File: src/hdl/iaif_pkg.sv
`default_nettype none
package iaif_pkg;

  localparam int unsigned CAPACITY_DEF = 64;

  localparam int unsigned OP_W     = 3;
  localparam int unsigned POS_W    = 7;
  localparam int unsigned WORD_W   = 32;
  localparam int unsigned LEN_W    = 7;
  localparam int unsigned STATUS_W = 3;
  localparam int unsigned HIT_W    = 6;

  localparam logic [OP_W-1:0] OP_READ   = 3'd0;
  localparam logic [OP_W-1:0] OP_WRITE  = 3'd1;
  localparam logic [OP_W-1:0] OP_INSERT = 3'd2;
  localparam logic [OP_W-1:0] OP_REMOVE = 3'd3;
  localparam logic [OP_W-1:0] OP_FIND   = 3'd4;
  localparam logic [OP_W-1:0] OP_RESIZE = 3'd5;
  localparam logic [OP_W-1:0] OP_CLEAR  = 3'd6;

  localparam logic [STATUS_W-1:0] ST_OK         = 3'd0;
  localparam logic [STATUS_W-1:0] ST_BAD_INDEX  = 3'd1;
  localparam logic [STATUS_W-1:0] ST_FULL       = 3'd2;
  localparam logic [STATUS_W-1:0] ST_NOT_FOUND  = 3'd3;
  localparam logic [STATUS_W-1:0] ST_BAD_LENGTH = 3'd4;

endpackage
`default_nettype wire

File: src/hdl/iaif_ram.sv
`default_nettype none
module iaif_ram #(
  parameter int unsigned WIDTH = 32,
  parameter int unsigned DEPTH = 64
) (
  input  wire logic                     clk,
  input  wire logic                     we,
  input  wire logic [$clog2(DEPTH)-1:0] waddr,
  input  wire logic [WIDTH-1:0]         wdata,
  input  wire logic [$clog2(DEPTH)-1:0] raddr,
  output logic      [WIDTH-1:0]         rdata
);

  logic [WIDTH-1:0] mem_r [DEPTH];

  always_ff @(posedge clk) begin
    if (we) begin
      mem_r[waddr] <= wdata;
    end
    rdata <= mem_r[raddr];
  end

endmodule
`default_nettype wire

File: src/hdl/indexed_array_insert_remove_find.sv
`default_nettype none
// read, write, clear, resize down and every rejected request answer without a walk (a
// successful read passes through the memory read state); the memory read port sets one
// element per cycle for the shift and find walks: insert and remove move each element behind
// the position, find scans up to the first match, and resize up zero-fills the new places;
// one request at a time
// rst_n (synchronous) empties the array; element storage is not cleared
module indexed_array_insert_remove_find #(
  parameter int unsigned CAPACITY = iaif_pkg::CAPACITY_DEF
) (
  input  wire logic                                 clk,
  input  wire logic                                 rst_n,
  input  wire logic                                 in_valid,
  output logic                                      in_stall,
  input  wire logic        [iaif_pkg::OP_W-1:0]     in_operation,
  input  wire logic        [iaif_pkg::POS_W-1:0]    in_position,
  input  wire logic signed [iaif_pkg::WORD_W-1:0]   in_word_in,
  input  wire logic        [iaif_pkg::LEN_W-1:0]    in_target_length,
  output logic                                      out_valid,
  input  wire logic                                 out_stall,
  output logic             [iaif_pkg::STATUS_W-1:0] out_status,
  output logic signed      [iaif_pkg::WORD_W-1:0]   out_word_out,
  output logic             [iaif_pkg::HIT_W-1:0]    out_match_index,
  output logic             [iaif_pkg::LEN_W-1:0]    out_current_length
);
  import iaif_pkg::*;

  localparam int unsigned AW = $clog2(CAPACITY);
  localparam int unsigned CW = $clog2(CAPACITY + 1);
  localparam int unsigned MW = (CW > POS_W) ? CW : POS_W;

  localparam logic [2:0] S_IDLE  = 3'd0;
  localparam logic [2:0] S_READ  = 3'd1;
  localparam logic [2:0] S_SHIFT = 3'd2;
  localparam logic [2:0] S_FIND  = 3'd3;
  localparam logic [2:0] S_FILL  = 3'd4;
  localparam logic [2:0] S_RESP  = 3'd5;

  logic [2:0]          state_r, state_nxt;
  logic [CW-1:0]       fill_r, fill_nxt;
  logic [OP_W-1:0]     op_r, op_nxt;
  logic [AW-1:0]       pos_r, pos_nxt;
  logic [WORD_W-1:0]   word_r, word_nxt;
  logic [CW-1:0]       tlen_r, tlen_nxt;
  logic [AW-1:0]       src_r, src_nxt;
  logic                more_r, more_nxt;
  logic                pend_r, pend_nxt;
  logic [AW-1:0]       dst_r, dst_nxt;
  logic [STATUS_W-1:0] res_status_r, res_status_nxt;
  logic [WORD_W-1:0]   res_word_r, res_word_nxt;
  logic [AW-1:0]       res_hit_r, res_hit_nxt;

  logic                out_valid_r, out_valid_nxt;
  logic [STATUS_W-1:0] out_status_r;
  logic [WORD_W-1:0]   out_word_r;
  logic [HIT_W-1:0]    out_hit_r;
  logic [LEN_W-1:0]    out_len_r;
  logic                out_load;

  logic                ram_we;
  logic [AW-1:0]       ram_waddr;
  logic [WORD_W-1:0]   ram_wdata;
  logic [AW-1:0]       ram_raddr;
  logic [WORD_W-1:0]   ram_rdata;

  logic [MW-1:0]       pos_ext, fill_ext, tlen_ext, cap_ext;
  logic                in_take;

  iaif_ram #(
    .WIDTH(WORD_W),
    .DEPTH(CAPACITY)
  ) u_ram (
    .clk  (clk),
    .we   (ram_we),
    .waddr(ram_waddr),
    .wdata(ram_wdata),
    .raddr(ram_raddr),
    .rdata(ram_rdata)
  );

  assign in_stall = (state_r != S_IDLE);
  assign in_take  = in_valid && !in_stall;

  assign pos_ext  = MW'(in_position);
  assign fill_ext = MW'(fill_r);
  assign tlen_ext = MW'(in_target_length);
  assign cap_ext  = MW'(CAPACITY);

  assign out_load = (state_r == S_RESP) && (!out_valid_r || !out_stall);

  always_comb begin
    state_nxt      = state_r;
    fill_nxt       = fill_r;
    op_nxt         = op_r;
    pos_nxt        = pos_r;
    word_nxt       = word_r;
    tlen_nxt       = tlen_r;
    src_nxt        = src_r;
    more_nxt       = more_r;
    pend_nxt       = pend_r;
    dst_nxt        = dst_r;
    res_status_nxt = res_status_r;
    res_word_nxt   = res_word_r;
    res_hit_nxt    = res_hit_r;
    ram_we         = 1'b0;
    ram_waddr      = src_r;
    ram_wdata      = word_r;
    ram_raddr      = src_r;

    case (state_r)
      S_IDLE: begin
        if (in_take) begin
          op_nxt         = in_operation;
          pos_nxt        = AW'(in_position);
          word_nxt       = WORD_W'(in_word_in);
          res_status_nxt = ST_OK;
          res_word_nxt   = '0;
          res_hit_nxt    = '0;
          pend_nxt       = 1'b0;
          state_nxt      = S_RESP;
          case (in_operation)
            OP_READ: begin
              if (pos_ext < fill_ext) begin
                ram_raddr = AW'(in_position);
                state_nxt = S_READ;
              end else begin
                res_status_nxt = ST_BAD_INDEX;
              end
            end
            OP_WRITE: begin
              if (pos_ext < fill_ext) begin
                ram_we    = 1'b1;
                ram_waddr = AW'(in_position);
                ram_wdata = WORD_W'(in_word_in);
              end else begin
                res_status_nxt = ST_BAD_INDEX;
              end
            end
            OP_INSERT: begin
              if (pos_ext > fill_ext) begin
                res_status_nxt = ST_BAD_INDEX;
              end else if (fill_ext == cap_ext) begin
                res_status_nxt = ST_FULL;
              end else begin
                // walk down from the last element, moving each one up a place
                src_nxt   = AW'(fill_r - CW'(1));
                more_nxt  = (pos_ext < fill_ext);
                state_nxt = S_SHIFT;
              end
            end
            OP_REMOVE: begin
              if (pos_ext < fill_ext) begin
                src_nxt   = AW'(in_position) + AW'(1);
                more_nxt  = ((pos_ext + MW'(1)) < fill_ext);
                state_nxt = S_SHIFT;
              end else begin
                res_status_nxt = ST_BAD_INDEX;
              end
            end
            OP_FIND: begin
              if (fill_r == '0) begin
                res_status_nxt = ST_NOT_FOUND;
              end else begin
                src_nxt   = '0;
                more_nxt  = 1'b1;
                state_nxt = S_FIND;
              end
            end
            OP_RESIZE: begin
              if (tlen_ext > cap_ext) begin
                res_status_nxt = ST_BAD_LENGTH;
              end else if (tlen_ext > fill_ext) begin
                src_nxt   = AW'(fill_r);
                tlen_nxt  = CW'(in_target_length);
                state_nxt = S_FILL;
              end else begin
                fill_nxt = CW'(in_target_length);
              end
            end
            OP_CLEAR: begin
              fill_nxt = '0;
            end
            default: begin
            end
          endcase
        end
      end

      S_READ: begin
        res_word_nxt = ram_rdata;
        state_nxt    = S_RESP;
      end

      S_SHIFT: begin
        // one read issued and one write retired per cycle, never the same entry
        pend_nxt = more_r;
        if (more_r) begin
          ram_raddr = src_r;
          if (op_r == OP_INSERT) begin
            dst_nxt  = src_r + AW'(1);
            more_nxt = (src_r != pos_r);
            src_nxt  = src_r - AW'(1);
          end else begin
            dst_nxt  = src_r - AW'(1);
            more_nxt = ((CW'(src_r) + CW'(1)) < fill_r);
            src_nxt  = src_r + AW'(1);
          end
        end
        if (pend_r) begin
          ram_we    = 1'b1;
          ram_waddr = dst_r;
          ram_wdata = ram_rdata;
        end
        if (!more_r && !pend_r) begin
          if (op_r == OP_INSERT) begin
            ram_we    = 1'b1;
            ram_waddr = pos_r;
            ram_wdata = word_r;
            fill_nxt  = fill_r + CW'(1);
          end else begin
            fill_nxt = fill_r - CW'(1);
          end
          state_nxt = S_RESP;
        end
      end

      S_FIND: begin
        pend_nxt = more_r;
        if (more_r) begin
          ram_raddr = src_r;
          dst_nxt   = src_r;
          more_nxt  = ((CW'(src_r) + CW'(1)) < fill_r);
          src_nxt   = src_r + AW'(1);
        end
        if (pend_r && (ram_rdata == word_r)) begin
          res_hit_nxt = dst_r;
          state_nxt   = S_RESP;
        end else if (!more_r) begin
          res_status_nxt = ST_NOT_FOUND;
          state_nxt      = S_RESP;
        end
      end

      S_FILL: begin
        ram_we    = 1'b1;
        ram_waddr = src_r;
        ram_wdata = '0;
        src_nxt   = src_r + AW'(1);
        if ((CW'(src_r) + CW'(1)) == tlen_r) begin
          fill_nxt  = tlen_r;
          state_nxt = S_RESP;
        end
      end

      S_RESP: begin
        if (out_load) begin
          state_nxt = S_IDLE;
        end
      end

      default: begin
        state_nxt = S_IDLE;
      end
    endcase
  end

  always_comb begin
    out_valid_nxt = out_valid_r;
    if (out_valid_r && !out_stall) begin
      out_valid_nxt = 1'b0;
    end
    if (out_load) begin
      out_valid_nxt = 1'b1;
    end
  end

  always_ff @(posedge clk) begin
    if (!rst_n) begin
      state_r     <= S_IDLE;
      fill_r      <= '0;
      out_valid_r <= 1'b0;
      more_r      <= 1'b0;
      pend_r      <= 1'b0;
    end else begin
      state_r     <= state_nxt;
      fill_r      <= fill_nxt;
      out_valid_r <= out_valid_nxt;
      more_r      <= more_nxt;
      pend_r      <= pend_nxt;
    end
  end

  always_ff @(posedge clk) begin
    op_r         <= op_nxt;
    pos_r        <= pos_nxt;
    word_r       <= word_nxt;
    tlen_r       <= tlen_nxt;
    src_r        <= src_nxt;
    dst_r        <= dst_nxt;
    res_status_r <= res_status_nxt;
    res_word_r   <= res_word_nxt;
    res_hit_r    <= res_hit_nxt;
    if (out_load) begin
      out_status_r <= res_status_r;
      out_word_r   <= res_word_r;
      out_hit_r    <= HIT_W'(res_hit_r);
      out_len_r    <= LEN_W'(fill_r);
    end
  end

  assign out_valid          = out_valid_r;
  assign out_status         = out_status_r;
  assign out_word_out       = out_word_r;
  assign out_match_index    = out_hit_r;
  assign out_current_length = out_len_r;

endmodule
`default_nettype wire

File: config.mk
export PLATFORM = sky130hd
export DESIGN_NAME = indexed_array_insert_remove_find
export DESIGN_NICKNAME = d
export VERILOG_FILES = /design/src/hdl/iaif_pkg.sv /design/src/hdl/iaif_ram.sv /design/src/hdl/indexed_array_insert_remove_find.sv
export SDC_FILE = /design/constraint.sdc
export NUM_CORES = 2
export LEC_CHECK = 0
export BUFFER_PORTS_ARGS = -buffer_cell sky130_fd_sc_hd__buf_4
export CAP_MARGIN = 20
export CELL_PAD_IN_SITES_DETAIL_PLACEMENT = 2
export CELL_PAD_IN_SITES_GLOBAL_PLACEMENT = 2
export CORE_ASPECT_RATIO = 1.25
export CORE_UTILIZATION = 38
export DETAILED_ROUTE_END_ITERATION = 8
export GPL_TIMING_DRIVEN = 0
export PLACE_DENSITY_LB_ADDON = 0.1
export SETUP_SLACK_MARGIN = 0.02
export SLEW_MARGIN = 30
export SYNTH_ARGS = -nofsm -noshare
export SYNTH_HDL_FRONTEND = slang
export SYNTH_HIERARCHICAL = 1
export SYNTH_SLANG_ARGS = --single-unit
export TNS_END_PERCENT = 100
File: constraint.sdc
create_clock -name clk -period 7.64 [get_ports clk]
set_input_delay 0.382 -clock clk [delete_from_list [all_inputs] [get_ports clk]]
set_output_delay 0.382 -clock clk [all_outputs]
set_load 0.05 [all_outputs]
# --- Word-level counts from Yosys, hierarchy flattened ---
# Memory sizes are Yosys's and may differ from the RTL's. A register that Yosys moved wholly into a read port is not among the register bits.
# Cells that the tools add are included.
word_totals:
  register_bits: 162
  latch_bits: 0
  ram_bits: 2048
  romBits: 0
  word_cells: 199
  mem_count: 1
memory_table:
  columns: ["memory", "depth", "width", "read_ports", "rd_clocked_by_memory_dff", "write_ports", "line", "source"]
  rows:
  - ["u_ram.mem_r", 64, 32, 1, 1, 1, "iaif_ram.sv:14", "logic [WIDTH-1:0] mem_r [DEPTH];"]
classes:
  add_sub_neg: 7
  mul: 0
  div: 0
  n_lt_le_gt_ge: 6
  n_eq_ne: 36
  shift: 0
  mux: 94
  bitwise: 1
  n_reduce_logical: 36
ops:
  columns: ["cell", "count"]
  rows:
  - ["$mux W32", 7]
  - ["$mux W6", 24]
  - ["$pmux W32 S3", 1]
  - ["$pmux W32 S2", 1]
  - ["$pmux W6 S4", 2]
  - ["$mux W3", 15]
  - ["$mux W7", 6]
  - ["$pmux W6 S2", 3]
  - ["$eq A32 B32 Y1", 1]
  - ["$ne A3 B3 Y1 const B", 8]
  - ["$mux W1", 22]
  - ["$lt A7 B7 Y1", 3]
  - ["$pmux W7 S3", 1]
  - ["$ne A2 B2 Y1 const B", 9]
  - ["$pmux W3 S6", 1]
  - ["$eq A3 B2 Y1 const B", 5]
  - ["$eq A3 B3 Y1 const B", 5]
  - ["$pmux W3 S5", 1]
  - ["$add A7 B1 Y7 const B", 2]
  - ["$gt A7 B7 Y1", 2]
  - ["$pmux W7 S2", 1]
  - ["$reduce_and A7 Y1", 2]
  - ["$add A6 B1 Y6 const B", 2]
  - ["$pmux W3 S4", 1]
  - ["31 further kinds", 55]

# --- Logic depth before layout (Yosys ltp) ---
logic_depth:
  depth_word: 7
  ltp_mapped: 19
  ltp_nobuf: 13

# --- Modules after synthesis ---
# The synthesis kept the hierarchy.
modules_own_cells:
  columns: ["mod", "n_inst", "cells_per_inst", "area_each_um2", "seq_area_each_um2"]
  rows:
  - ["iaif_ram", 1, 3511, 79039.6, 62139.6]
  - ["indexed_array_insert_remove_find", 1, 810, 9155.0, 4734.5]

# --- Worst setup path after synthesis ---
# OpenSTA, ideal clock, no wires.
synth_timing:
  kind: "register to register"
  startpoint: "register fill_r[4], in the netlist fill_ext[4]"
  endpoint: "memory u_ram.mem_r[0][14], data pin"
  setup_ns: 0.701
  t_arrival_ns: 4.822
  path_slack_ns: 2.116
  path_stages_with_launch: 10
  path_buffers: 2
  cell_sequence: "dfxtp_1 clkbuf_1 inv_1 ha_1 and4_1 o21a_1 nor4_1 buf_2 mux2i_1 o21ai_0"
synth_via:
  elab_chain_len: 5
synth_lines:
  columns: ["element", "line", "source"]
  rows:
  - ["start, declared", "indexed_array_insert_remove_find.sv:40", "logic [CW-1:0] fill_r, fill_nxt;"]
  - ["start signal, assigned", "indexed_array_insert_remove_find.sv:286", "fill_r <= fill_nxt;"]
  - ["$lt A7 B7 Y1", "indexed_array_insert_remove_find.sv:131", "if (pos_ext < fill_ext) begin"]
  - ["$mux W32", "indexed_array_insert_remove_find.sv:131", null]
  - ["$mux W32", "indexed_array_insert_remove_find.sv:121", "case (in_operation)"]
  - ["$mux W32", "indexed_array_insert_remove_find.sv:112", "if (in_take) begin"]
  - ["$pmux W32 S3", "indexed_array_insert_remove_find.sv:110", "case (state_r)"]
  - ["via ram_wdata[14]", "indexed_array_insert_remove_find.sv:62", "logic [WORD_W-1:0] ram_wdata;"]
  - ["end, declared", "iaif_ram.sv:14", null]
# The timed path passes the listed nets, and every way through them passes these cells.

# --- Worst setup path in the final report ---
layout_timing:
  startpoint: "register fill_r[4], in the netlist fill_ext[4]"
  endpoint: "register u_ram.rdata[6], read port of u_ram.mem_r"
layout_via:
  elab_chain_len: 5
layout_lines:
  columns: ["element", "line", "source"]
  rows:
  - ["$lt A7 B7 Y1", "indexed_array_insert_remove_find.sv:123", "if (pos_ext < fill_ext) begin"]
  - ["$mux W6", "indexed_array_insert_remove_find.sv:123", null]
  - ["$mux W6", "indexed_array_insert_remove_find.sv:121", null]
  - ["$mux W6", "indexed_array_insert_remove_find.sv:112", null]
  - ["$mux W6", null, null]
  - ["via ram_raddr[2]", "indexed_array_insert_remove_find.sv:63", "logic [AW-1:0] ram_raddr;"]
  - ["end, declared", "iaif_ram.sv:11", "output logic [WIDTH-1:0] rdata"]
# The timed path passes the listed nets, and every way through them passes these cells.
# A chain may end at the register's enable or synchronous reset.

==> reports/metrics.cfg <==
[yosys]
yosys_register_bits = 2242
yosysSeqAreaShare_pct = 75.8
synth_cell_types = 77
syn-num-nets = 4407
async_flop_share_pct = 0
yosysWarnings = 6
avgSynthCellArea_um2 = 20.4
synth_edf_count = 2197
syn_inst = 4321
ys.flop_type = edfxtp_1
netlist_area_um2 = 88200

[route]
first_iter_violations = 5436
antenna_left = 0
vias_per_cell = 5.91
via_count = 48400
first_pass_iters = 6
drt-total-wl_mm = 319
drc = 0
wl_per_cell_um = 39.0

[sta]
rsz0062_at_grt = no
fmax_mhz = 148
setup_slack_ps = 876
setup_viol = 0
tightest_slew_ps = 1100
slew_headroom_pct = 26.8
setup_tns_ps = 0
hold_viol = 0
clock_skew_ps = 56.0
slew_violations = 0
min_period_ps = 6760
fin_crit_sh_pct = 88.5

[worst_setup_path]
cp-start-kind = flip-flop
worstPathRequired_ps = 8350
crit_fanout = 10
crit_type = flip-flop to flip-flop
cp-end-kind = flip-flop
arrival_ps = 7480

[floorplanning]
initial_core_util_pct = 38.3
dieArea_um2 = 234000
io_pins = 103
coreArea_um2 = 230000
rows = 197
dieHeight_um = 541
dieWidth_um = 433

[run]
cap_violations = 0

[clocking]
cts_buffer_depth = 4
h-tree-depth = 4
cts_tree = built
clk_pin_slew_ps = 60
cts-root-buf = clkbuf_16
post_cts_resize_count = 0
clkLatencyLatePin_ps = 910
cts_inserted_buffers = 229
cts_setup_buffers = 0
cts_sinks = 2242

[power]
irDropWorstVdd_mv = 0.234
switching_share_pct = 37.1
leakage_nw = 34.7
combPwrFrac_pct = 37.4
p_sw_mw = 16.2
power_density_nw_per_um2 = 409
power.internal_mw = 27.5
seq_power_share_pct = 37.2
total_power_mw = 43.8
p_clk_share_pct = 25.4

[placement]
dp_hpwl_mm = 225
place_inst = 7721
place_ws_ps = 946
numPortBuffers = 102
place.gp.congestion = 0.831

[global_route]
grt_max_degree = 65
track_usage_pct = 27.2
grt_pass1_vias = 51500
grt_pass1_wl_mm = 437
antenna_found_initial = 20
globalRoute.totalOverflow = 0

[final_layout]
syn_to_final_growth_pct = 21.2
mostFrequentLayoutCells = 2197 x edfxtp_1, 446 x mux4_2, 232 x clkbuf_16
drive_gt1_share_pct = 26.6
final_cells = 8190
final_nets = 5005
final_common_cell = edfxtp_1

[min_path]
hp-class = input port to flip-flop

[outcome]
status = finished, final reports clean

==> path summary, 6_finish.rpt <==
| check | start | endpoint | slack [ps] | cells after the start |
|---|---|---|---|---|
| setup reg to reg | fill_ext[4]$_SDFFE_PN0P_ | u_ram/rdata[6]$_DFF_P_ | 880 | 16 |
| hold / removal | in_valid | state_r[0]$_SDFFE_PN0P_ | 80 | 4 |
| hold reg to reg | res_word_r[13]$_SDFFCE_PN0P_ | out_word_out[13]$_DFFE_PP_ | 430 | 0 |
| setup / recovery | fill_ext[4]$_SDFFE_PN0P_ | u_ram/rdata[6]$_DFF_P_ | 880 | 16 |
==> cell families after synthesis <==
family	Yosys count	share of synthesized area, %
AOI/OAI and AO/OA	570	4.69
xor gates and xnor gates	64	0.675
adders and majority gates	33	0.468
buffers and inverters	284	1.81
DFF	2242	75.8
muxes	662	13.8
and+or+nand+nor	466	2.68
==> metal layers <==
layer  global-route usage [%]  share of wire (%)
met2                     46.9                 51
met5                        0             0.0066
met1                     35.0                 40
met3                     4.11                6.1
met4                     9.50                3.7
==> flip-flops by register name (all words and copies together), names as in the netlist, 6 cells and up <==
register and count:
u_ram/rdata 32, tlen_r 7, res_word_r 32, out_word_out 32, dst_r 6, out_match_index 6
word_r 32, pos_r 6, fill_ext 7, u_ram/mem_r 2048, res_hit_r 6, out_current_length 7
src_r 6
==> per-stage QoR <==
| stage | hold slack, ps | area [µm²] | util (%) |
|---|---|---|---|
| after floorplan | 400 | 88200 | - |
| after global placement | 403 | 92800 | 40.3 |
| after detailed placement | 409 | 99200 | 43.0 |
| after CTS | 2.64 | 107000 | 46.4 |
| after global routing | 67.9 | 107000 | 46.4 |
| final | 76.4 | 107000 | 46.4 |
==> repair_timing <==
item / in CTS / in global routing
hold endpoints to repair: 67 / 0
hold buffers: 50 / 0
setup endpoints to repair: 0 / 0
==> power by group through the flow <==
stage	clock network [mW]	registers [mW]	logic, mW
floorplan	0	16.6	8.00
finish	11.1	16.3	16.4
detailed placement	0	16.5	16.3
CTS	11.3	16.3	16.4
global route	11.7	16.3	17.0
global placement	0	17.0	14.5
==> worst max-delay path, stage by stage, from the launching register on <==
cell      delay, ps
dfxtp_1         440
clkbuf_1        400
inv_1           270
ha_1            360
a41oi_1         210
o21ai_1         250
nor2_1          200
and3_1          230
clkbuf_1        320
mux2_2          380
buf_4           320
buf_4           290
buf_2           540
clkbuf_1        810
a211oi_1        210
o21ai_0         780
and3_1          560
==> Yosys cell counts, types with 27 or more instances <==
cell,count,area (µm²)
nor2b_1,27,169
inv_1,28,105
a21oi_1,54,270
buf_6,33,372
xor2_1,41,359
a22oi_1,146,1100
nand2_1,78,293
o22ai_1,44,275
nor2_1,125,469
a22o_1,34,298
buf_2,59,295
and3_1,36,225
o21ai_0,69,345
and2_1,35,219
mux4_2,446,10000
mux2i_1,211,2110
nand3_1,64,320
dfxtp_1,45,901
ha_1,33,413
edfxtp_1,2197,66000
clkbuf_1,117,439
a211oi_1,30,225
buf_4,28,210
==> cell type report <==
cell class	count	area (µm²)
Tap cell	3084	3860
Timing Repair Buffer	367	6720
Buffer	256	1520
Clock inverter	133	1170
Antenna cell	4	10.0
Sequential cell	2242	66900
Inverter	28	108
Multi-Input combinational cell	1795	20600
Clock buffer	281	5990
Fill cell	20500	124000
Power figures use the tool's default switching activity.
